--- src/rtl/sdrx_pkg.sv ---
// Shared types, constants and the byte-wide CRC16 step for the SD SPI block receiver.
// No dependencies; imported by every module under rtl/.
package sdrx_pkg;

    localparam int MAX_BLOCK_BYTES_DEF = 512;

    localparam int BYTE_W      = 8;
    localparam int LEN_W       = 10;
    localparam int INDEX_W     = 9;
    localparam int HUNT_W      = 17;
    localparam int CRC_W       = 16;
    localparam int CFG_INDEX_W = 2;
    localparam int CFG_DATA_W  = 17;

    localparam logic [BYTE_W-1:0] START_TOKEN_RST  = 8'hFE;
    localparam logic [LEN_W-1:0]  BLOCK_LENGTH_RST = 10'd512;
    localparam logic [HUNT_W-1:0] TIMEOUT_RST      = 17'd65536;
    localparam logic [BYTE_W-1:0] BUSY_BYTE        = 8'hFF;
    localparam logic [CRC_W-1:0]  CRC_POLY         = 16'h1021;

    typedef enum logic [CFG_INDEX_W-1:0] {
        REG_START_TOKEN  = 2'd0,
        REG_BLOCK_LENGTH = 2'd1,
        REG_TIMEOUT      = 2'd2
    } cfg_reg_t;

    typedef enum logic [1:0] {
        PH_HUNT   = 2'd0,
        PH_DATA   = 2'd1,
        PH_CRC_HI = 2'd2,
        PH_CRC_LO = 2'd3
    } phase_t;

    typedef enum logic [2:0] {
        ST_OK       = 3'd0,
        ST_TIMEOUT  = 3'd1,
        ST_RANGE    = 3'd2,
        ST_ECC      = 3'd3,
        ST_CTRL     = 3'd4,
        ST_DATA_ERR = 3'd5,
        ST_OTHER    = 3'd6,
        ST_BAD_CRC  = 3'd7
    } status_t;

    localparam logic KIND_DATA   = 1'b0;
    localparam logic KIND_STATUS = 1'b1;

    typedef struct packed {
        logic               kind;
        logic [BYTE_W-1:0]  data_byte;
        logic [INDEX_W-1:0] byte_index;
        status_t            status;
        logic               last;
    } sdrx_result_t;

    // CRC16-CCITT, MSB first, one byte per call
    function automatic logic [CRC_W-1:0] crc_byte(input logic [CRC_W-1:0] crc_in,
                                                  input logic [BYTE_W-1:0] b);
        logic [CRC_W-1:0] c;
        c = crc_in ^ {b, 8'h00};
        for (int i = 0; i < 8; i++) begin
            if (c[CRC_W-1])
                c = {c[CRC_W-2:0], 1'b0} ^ CRC_POLY;
            else
                c = {c[CRC_W-2:0], 1'b0};
        end
        return c;
    endfunction

endpackage

--- src/rtl/sdrx_in_stage.sv ---
// Input register for received bytes.
// Depends on sdrx_pkg.
module sdrx_in_stage (
    input  logic                      clk,
    input  logic                      rst_n,
    input  logic                      in_valid,
    output logic                      in_ready,
    input  logic [sdrx_pkg::BYTE_W-1:0] rx_byte,
    input  logic                      take,
    output logic                      byte_valid,
    output logic [sdrx_pkg::BYTE_W-1:0] byte_q
);
    import sdrx_pkg::*;

    logic              valid_reg, valid_next;
    logic [BYTE_W-1:0] byte_reg;

    assign in_ready   = !valid_reg || take;
    assign byte_valid = valid_reg;
    assign byte_q     = byte_reg;

    always_comb
    begin
        valid_next = valid_reg;
        if (in_valid && in_ready)
            valid_next = 1'b1;
        else if (take)
            valid_next = 1'b0;
    end

    always_ff @(posedge clk or negedge rst_n)
    begin
        if (!rst_n)
            valid_reg <= 1'b0;
        else
            valid_reg <= valid_next;
    end

    always_ff @(posedge clk)
    begin
        if (in_valid && in_ready)
            byte_reg <= rx_byte;
    end

endmodule

--- src/rtl/sdrx_core.sv ---
// Token hunt, data phase and CRC check state machine with the configuration registers.
// Depends on sdrx_pkg.
module sdrx_core #(
    parameter int MaxBlockBytes = sdrx_pkg::MAX_BLOCK_BYTES_DEF
) (
    input  logic                            clk,
    input  logic                            rst_n,
    input  logic                            cfg_we,
    input  logic [sdrx_pkg::CFG_INDEX_W-1:0] cfg_index,
    input  logic [sdrx_pkg::CFG_DATA_W-1:0]  cfg_data,
    input  logic                            step,
    input  logic [sdrx_pkg::BYTE_W-1:0]     b,
    output logic                            res_valid,
    output sdrx_pkg::sdrx_result_t          res
);
    import sdrx_pkg::*;

    logic [BYTE_W-1:0] start_token_reg;
    logic [LEN_W-1:0]  block_length_reg;
    logic [HUNT_W-1:0] timeout_reg;

    phase_t            phase_reg, phase_next;
    logic [HUNT_W-1:0] hunt_count_reg, hunt_count_next;
    logic [LEN_W-1:0]  data_count_reg, data_count_next;
    logic [CRC_W-1:0]  crc_reg, crc_next;
    logic [BYTE_W-1:0] crc_high_reg, crc_high_next;

    logic [HUNT_W-1:0] hunt_inc;
    logic [HUNT_W-1:0] limit;
    logic [LEN_W-1:0]  data_inc;
    logic [LEN_W-1:0]  eff_len;
    logic [CRC_W-1:0]  crc_upd;
    logic              is_start, is_busy, timed_out, data_done, crc_match;
    logic              status_out;

    always_comb
    begin
        if (block_length_reg == '0)
            eff_len = LEN_W'(1);
        else if (32'(block_length_reg) > MaxBlockBytes)
            eff_len = LEN_W'(MaxBlockBytes);
        else
            eff_len = block_length_reg;
    end

    assign limit     = (timeout_reg == '0) ? HUNT_W'(1) : timeout_reg;
    assign hunt_inc  = hunt_count_reg + HUNT_W'(1);
    assign data_inc  = data_count_reg + LEN_W'(1);
    assign crc_upd   = crc_byte(crc_reg, b);
    assign is_start  = (b == start_token_reg);
    assign is_busy   = (b == BUSY_BYTE);
    assign timed_out = (hunt_inc >= limit);
    // count wrap also closes the data phase
    assign data_done = (data_inc >= eff_len) || (data_inc == '0);
    assign crc_match = ({crc_high_reg, b} == crc_reg);

    // any status result sends the machine back to a clean hunt
    always_comb
    begin
        status_out = 1'b0;
        case (phase_reg)
            PH_HUNT:   status_out = !is_start && (!is_busy || timed_out);
            PH_CRC_LO: status_out = 1'b1;
            default:   status_out = 1'b0;
        endcase
    end

    // next state
    always_comb
    begin
        phase_next      = phase_reg;
        hunt_count_next = hunt_count_reg;
        data_count_next = data_count_reg;
        crc_next        = crc_reg;
        crc_high_next   = crc_high_reg;
        if (step)
        begin
            case (phase_reg)
                PH_HUNT:
                begin
                    if (is_start)
                    begin
                        phase_next      = PH_DATA;
                        data_count_next = '0;
                        crc_next        = '0;
                    end
                    else if (is_busy)
                        hunt_count_next = hunt_inc;
                end
                PH_DATA:
                begin
                    crc_next        = crc_upd;
                    data_count_next = data_inc;
                    if (data_done)
                        phase_next = PH_CRC_HI;
                end
                PH_CRC_HI:
                begin
                    crc_high_next = b;
                    phase_next    = PH_CRC_LO;
                end
                default: ;
            endcase
            if (status_out)
            begin
                phase_next      = PH_HUNT;
                hunt_count_next = '0;
                data_count_next = '0;
                crc_next        = '0;
                crc_high_next   = '0;
            end
        end
    end

    // result
    always_comb
    begin
        res_valid      = 1'b0;
        res.kind       = KIND_STATUS;
        res.data_byte  = '0;
        res.byte_index = '0;
        res.status     = ST_OK;
        res.last       = 1'b1;
        case (phase_reg)
            PH_HUNT:
            begin
                res_valid = step && status_out;
                if (is_busy)
                    res.status = ST_TIMEOUT;
                else if (b[3])
                    res.status = ST_RANGE;
                else if (b[2])
                    res.status = ST_ECC;
                else if (b[1])
                    res.status = ST_CTRL;
                else if (b[0])
                    res.status = ST_DATA_ERR;
                else
                    res.status = ST_OTHER;
            end
            PH_DATA:
            begin
                res_valid      = step;
                res.kind       = KIND_DATA;
                res.data_byte  = b;
                res.byte_index = data_count_reg[INDEX_W-1:0];
                res.last       = 1'b0;
            end
            PH_CRC_LO:
            begin
                res_valid  = step;
                res.status = crc_match ? ST_OK : ST_BAD_CRC;
            end
            default: ;
        endcase
    end

    always_ff @(posedge clk or negedge rst_n)
    begin
        if (!rst_n)
        begin
            start_token_reg  <= START_TOKEN_RST;
            block_length_reg <= BLOCK_LENGTH_RST;
            timeout_reg      <= TIMEOUT_RST;
        end
        else if (cfg_we)
        begin
            case (cfg_index)
                REG_START_TOKEN:  start_token_reg  <= cfg_data[BYTE_W-1:0];
                REG_BLOCK_LENGTH: block_length_reg <= cfg_data[LEN_W-1:0];
                REG_TIMEOUT:      timeout_reg      <= cfg_data[HUNT_W-1:0];
                default: ;
            endcase
        end
    end

    always_ff @(posedge clk or negedge rst_n)
    begin
        if (!rst_n)
        begin
            phase_reg      <= PH_HUNT;
            hunt_count_reg <= '0;
            data_count_reg <= '0;
            crc_reg        <= '0;
            crc_high_reg   <= '0;
        end
        else
        begin
            phase_reg      <= phase_next;
            hunt_count_reg <= hunt_count_next;
            data_count_reg <= data_count_next;
            crc_reg        <= crc_next;
            crc_high_reg   <= crc_high_next;
        end
    end

    a_start_opens_block: assert property (@(posedge clk) disable iff (!rst_n)
        step && phase_reg == PH_HUNT && is_start |=>
            phase_reg == PH_DATA && data_count_reg == '0 && crc_reg == '0)
        else $error("start token did not open a clean data phase");

    a_status_restarts: assert property (@(posedge clk) disable iff (!rst_n)
        res_valid && res.kind == KIND_STATUS |=>
            phase_reg == PH_HUNT && hunt_count_reg == '0)
        else $error("status result did not restart the hunt");

    // the high CRC byte gives no result and moves on to the low byte
    a_crc_hi_then_lo: assert property (@(posedge clk) disable iff (!rst_n)
        step && phase_reg == PH_CRC_HI |-> !res_valid ##1 phase_reg == PH_CRC_LO)
        else $error("crc high byte gave a result or was not followed by low byte phase");

    a_data_no_last: assert property (@(posedge clk) disable iff (!rst_n)
        res_valid && res.kind == KIND_DATA |-> !res.last && res.status == ST_OK)
        else $error("data result carries status fields");

endmodule

--- src/rtl/sdrx_out_stage.sv ---
// Result register between the core and the downstream channel.
// Depends on sdrx_pkg.
module sdrx_out_stage (
    input  logic                   clk,
    input  logic                   rst_n,
    input  logic                   take,
    input  logic                   res_valid,
    input  sdrx_pkg::sdrx_result_t res,
    output logic                   slot_free,
    output logic                   out_valid,
    input  logic                   out_ready,
    output sdrx_pkg::sdrx_result_t res_q
);
    import sdrx_pkg::*;

    logic         valid_reg, valid_next;
    sdrx_result_t res_reg;

    assign slot_free = !valid_reg || out_ready;
    assign out_valid = valid_reg;
    assign res_q     = res_reg;

    always_comb
    begin
        valid_next = valid_reg;
        if (take)
            valid_next = res_valid;
        else if (out_ready)
            valid_next = 1'b0;
    end

    always_ff @(posedge clk or negedge rst_n)
    begin
        if (!rst_n)
            valid_reg <= 1'b0;
        else
            valid_reg <= valid_next;
    end

    always_ff @(posedge clk)
    begin
        if (take && res_valid)
            res_reg <= res;
    end

endmodule

--- src/rtl/sd_spi_data_block_receiver.sv ---
// SD card SPI-mode data block receiver: top level.
// Depends on sdrx_pkg, sdrx_in_stage, sdrx_core and sdrx_out_stage.
//
// Takes one card byte per transfer on rx_byte and sustains one byte per clock
// while results drain: a byte is captured in the input register at its
// transfer, is decoded and folded into the byte-wide CRC16 by the core when it
// is taken from there, and its result (if any) is loaded into the output
// register at the same take, raising out_valid. While hunting, busy
// bytes (0xFF) are counted up to timeout_bytes, the start token opens a block,
// and any other byte ends the transfer with an error class. Data bytes come
// out with their index; the two CRC bytes yield one status result carried on
// the low byte. Items that make no result (start token, busy byte, CRC high
// byte) still take their turn in the core. A held result stalls the core, and in_ready
// drops once the input register is also full.
// Configuration writes are always taken (cfg_ready is high); cfg_index 0 is
// start_token, 1 block_length, 2 timeout_bytes, and other indexes are ignored.
// Registers take effect at once, so write them only with the block idle.
module sd_spi_data_block_receiver #(
    parameter int MAX_BLOCK_BYTES = sdrx_pkg::MAX_BLOCK_BYTES_DEF
) (
    input  logic                             clk,
    input  logic                             rst_n,
    input  logic                             cfg_valid,
    output logic                             cfg_ready,
    input  logic [sdrx_pkg::CFG_INDEX_W-1:0] cfg_index,
    input  logic [sdrx_pkg::CFG_DATA_W-1:0]  cfg_data,
    input  logic                             in_valid,
    output logic                             in_ready,
    input  logic [sdrx_pkg::BYTE_W-1:0]      rx_byte,
    output logic                             out_valid,
    input  logic                             out_ready,
    output logic                             result_kind,
    output logic [sdrx_pkg::BYTE_W-1:0]      data_byte,
    output logic [sdrx_pkg::INDEX_W-1:0]     byte_index,
    output logic [2:0]                       status,
    output logic                             last
);
    import sdrx_pkg::*;

    logic              byte_valid;
    logic [BYTE_W-1:0] byte_q;
    logic              slot_free;
    logic              take;
    logic              res_valid;
    sdrx_result_t      res;
    sdrx_result_t      res_q;

    // a byte moves into the core whenever the result slot drains or is empty
    assign take      = byte_valid && slot_free;
    assign cfg_ready = 1'b1;

    sdrx_in_stage u_in (
        .clk        (clk),
        .rst_n      (rst_n),
        .in_valid   (in_valid),
        .in_ready   (in_ready),
        .rx_byte    (rx_byte),
        .take       (take),
        .byte_valid (byte_valid),
        .byte_q     (byte_q)
    );

    sdrx_core #(
        .MaxBlockBytes (MAX_BLOCK_BYTES)
    ) u_core (
        .clk       (clk),
        .rst_n     (rst_n),
        .cfg_we    (cfg_valid && cfg_ready),
        .cfg_index (cfg_index),
        .cfg_data  (cfg_data),
        .step      (take),
        .b         (byte_q),
        .res_valid (res_valid),
        .res       (res)
    );

    sdrx_out_stage u_out (
        .clk       (clk),
        .rst_n     (rst_n),
        .take      (take),
        .res_valid (res_valid),
        .res       (res),
        .slot_free (slot_free),
        .out_valid (out_valid),
        .out_ready (out_ready),
        .res_q     (res_q)
    );

    assign result_kind = res_q.kind;
    assign data_byte   = res_q.data_byte;
    assign byte_index  = res_q.byte_index;
    assign status      = res_q.status;
    assign last        = res_q.last;

endmodule

--- config.mk ---
export PLATFORM = sky130hd
export DESIGN_NAME = sd_spi_data_block_receiver
export DESIGN_NICKNAME = d
export VERILOG_FILES = /design/src/rtl/sdrx_pkg.sv /design/src/rtl/sdrx_in_stage.sv /design/src/rtl/sdrx_core.sv /design/src/rtl/sdrx_out_stage.sv /design/src/rtl/sd_spi_data_block_receiver.sv
export SDC_FILE = /design/constraint.sdc
export NUM_CORES = 1
export LEC_CHECK = 0
export ABC_CLOCK_PERIOD_IN_PS = 6500
export BUFFER_PORTS_ARGS = -buffer_cell sky130_fd_sc_hd__buf_2
export CORE_MARGIN = 3
export CORE_UTILIZATION = 46
export DETAILED_ROUTE_END_ITERATION = 7
export PLACE_DENSITY = 0.68
export SYNTH_ARGS = -nofsm -noshare
export SYNTH_HDL_FRONTEND = slang
export SYNTH_SLANG_ARGS = --single-unit
--- constraint.sdc ---
create_clock -name clk -period 6.5 [get_ports clk]
set_input_delay 0.975 -clock clk [delete_from_list [all_inputs] [get_ports clk]]
set_output_delay 0.975 -clock clk [all_outputs]
set_load 0.05 [all_outputs]
==> out/metrics.yaml <==
yosys:
  ys_async_sr_fraction_pct: 75.6
  yosys.area_share.xor_xnor_pct: 9.64
  muxShareOfSynthArea_pct: 6.35
  synth_compound_area_share_pct: 11.7
  ys_seq_area_share_pct: 47.9
  yosys_warnings: 0
  synth_top_area_share_pct: 31.0
  synth_area_um2: 6540
  synth_top_family_by_area: "simple AND/OR/NAND/NOR gates"
  synth-edff-count: 29
  synthAdderAreaFrac_pct: 6.50
  synth-seq-cells: 119
  synthesis.nets: 667
  synthTopCellsByArea: "dfrtp_1, edfxtp_1, ha_1"
  synthCells: 601
  ys.flop_type: "dfrtp_1"
  syn_avg_cell_area_um2: 10.9
  synthSimpleGateAreaFrac_pct: 13.8
  synth_top_area_cell: "dfrtp_1"
  ys_types: 61
timing:
  slew_violations: 0
  rsz0062_at_grt: "false"
  tightest_slew_ns: 1.11
  hold_viol: 0
  relSlewSlack_pct: 25.7
  post-route-period-util_pct: 63.6
  clock_skew_ns: 0.00693
  timing.fmax_mhz: 242
  setup_viol: 0
  fin_tns_setup_ns: 0
  min_period_ns: 4.13
  fin_ws_ns: 2.37
clock_network:
  cts_tree: "built"
  hold_buffers: 0
  clk_latency_ns: 0.42
  cts_root_buf: "clkbuf_16"
  cts_resized: 0
  post-cts-setup-buffers: 0
  cts.clk_slew.worst_paths_ns: 0.05
  cts_sinks: 119
  htree_levels: 4
  cts_buffers: 17
  cts_buffer_depth: 2
global_routing:
  grt_antenna_before_repair: 0
  grt_pass1_wl_um: 23700
  grt_pass1_vias: 4677
  grtUsageTotal_pct: 18.9
  grt_overflow: 0
  grt_max_degree: 55
floorplan:
  fp.dieArea_um2: 15700
  initial_core_util_pct: 48.2
  io_pins: 57
  core_um2: 13600
  die_height_um: 125
  placementRows: 42
  die_w_um: 125
cells_and_area:
  fin_nets: 713
  postLayoutCellArea_um2: 7510
  largest_reg_flops: 21
  final_common_cell: "dfrtp_1"
  drive_gt1_share_pct: 21.7
  areaGrowthSynthToFinish_pct: 14.8
  final_cell_mix: "dfrtp_1, nand2_1, buf_2"
  final_cells: 836
  antenna_cells: 0
detailed_routing:
  drc: 0
  wl_per_cell_um: 17.2
  drtIter0Drc: 250
  drt.antenna.violating_nets: 0
  drtPass1Iterations: 5
  wirelength_um: 14400
  vias_per_cell: 5.64
  num_vias: 4718
setup_path:
  r2r_slack_ns: 2.37
  cp_cell_sequence: "ha_1 > nand3_1 > nor3_2 > and3_1 > and3_1 > xnor2_1 > inv_1 > ha_1 > and4_1 > o21ai_0 > o21ai_1 > o211a_2 > a211oi_2 > nor3_2 > buf_4"
  slowest_delay_ns: 0.57
  cp_max_fo: 22
  end_kind: "register"
  critPathLaunchType: "register"
  crit_type: "reg -> reg"
  cp.required_ns: 6.60
  crit_slowest_cell: "o211a_2"
  worstPathArrival_ns: 4.23
placed_design:
  place_area_um2: 6900
  place_ws_ns: 2.43
  place_congestion: 0.850
  port_buffers: 55
  dp_hpwl_um: 10400
  placed_cells: 804
pwr:
  cellPowerDensity_nw_per_um2: 415
  leakage_nw: 3.44
  ir_drop_uv: 196
  total_power_w: 0.00312
outcome:
  status: "complete, no violations"
job:
  max_cap_viol_count: 0
worst_hold_path:
  worstHoldPathType: "reg -> reg"
-- worst max-delay path: cells and delay by family (launching register included) --
kind                     cells  cell delay (ns)
XOR/XNOR                     1             0.14
flip-flops                   1             0.42
adder cells (fa/ha/maj)      2             0.61
AO/OA/AOI/OAI                4             0.98
buffers and inverters        2             0.37
AND/OR/NAND/NOR              6             1.29
-- final cells by class --
type                       count  area (µm²)
tap                          176         220
multi-input combinational    425        3140
sequential                   119        3130
clock buffer                  22         464
fill                        1159        6050
inverter                      26        97.6
clock inverter                10         150
timing repair buffer          58         300
-- cells by family (layout without fill, tap and decap cells) --
kind of cell	Yosys count	after routing
mux	37	37
compound gates	109	109
fa+ha+maj	34	34
buf+inv	57	116
simple gates	172	172
other cells	1	1
flops	119	119
xor+xnor	72	72
-- stage by stage --
step	hold WS (ns)	utilization, %
after floorplan	0.470	-
after global placement	0.494	50.9
after detailed placement	0.494	50.9
after CTS	0.506	55.4
after global routing	0.527	55.4
final	0.502	55.4
-- cells in the mapped netlist (5+ instances only) --
cell type  instances
a21oi_1           12
a22o_1            23
and2_1            18
and3_1             9
buf_2              9
buf_4              9
clkbuf_1          12
dfrtp_1           81
dfstp_2            9
edfxtp_1          29
ha_1              34
inv_1             25
mux2_2            36
nand2_1           54
nand3_1           17
nor2_1            26
nor3_1             6
nor4_1            14
o211ai_1           5
o21ai_0           26
o21ai_1           19
o31ai_1            5
xnor2_1           30
xor2_1            42
-- where the power goes --
part / internal (W) / total (W) / switching (W)
Clock: 0.000656 / 0.000977 / 0.000321
Sequential: 0.000961 / 0.00110 / 0.000141
Combinational: 0.000362 / 0.00104 / 0.000676
Total: 0.00198 / 0.00312 / 0.00114
-- final timing paths --
| kind | start | endpoint | depth (start not counted) |
|---|---|---|---|
| worst max-delay path | u_core.hunt_count_reg[0] | u_out.res_q[9] | 15 |
| worst min-delay path | u_core.timeout_reg[7] | u_core.timeout_reg[7] | 1 |
| worst min register to register | u_core.timeout_reg[7] | u_core.timeout_reg[7] | 1 |
| worst max register to register | u_core.hunt_count_reg[0] | u_out.res_q[9] | 15 |
| max in group asynchronous | rst_n | u_core.data_count_reg[7] | 2 |
| min in group asynchronous | rst_n | u_core.start_token_reg[0] | 1 |
-- routing by layer --
layer / up-vias / track usage [%] / routed length (µm)
li1: 2221 / - / -
met1: 2342 / 25.9 / 6560
met2: 133 / 29.2 / 6720
met3: 22 / 4.09 / 765
met4: 0 / 8.10 / 302
met5: - / 0 / 0
Note: power is estimated with default switching activity, not from simulation.
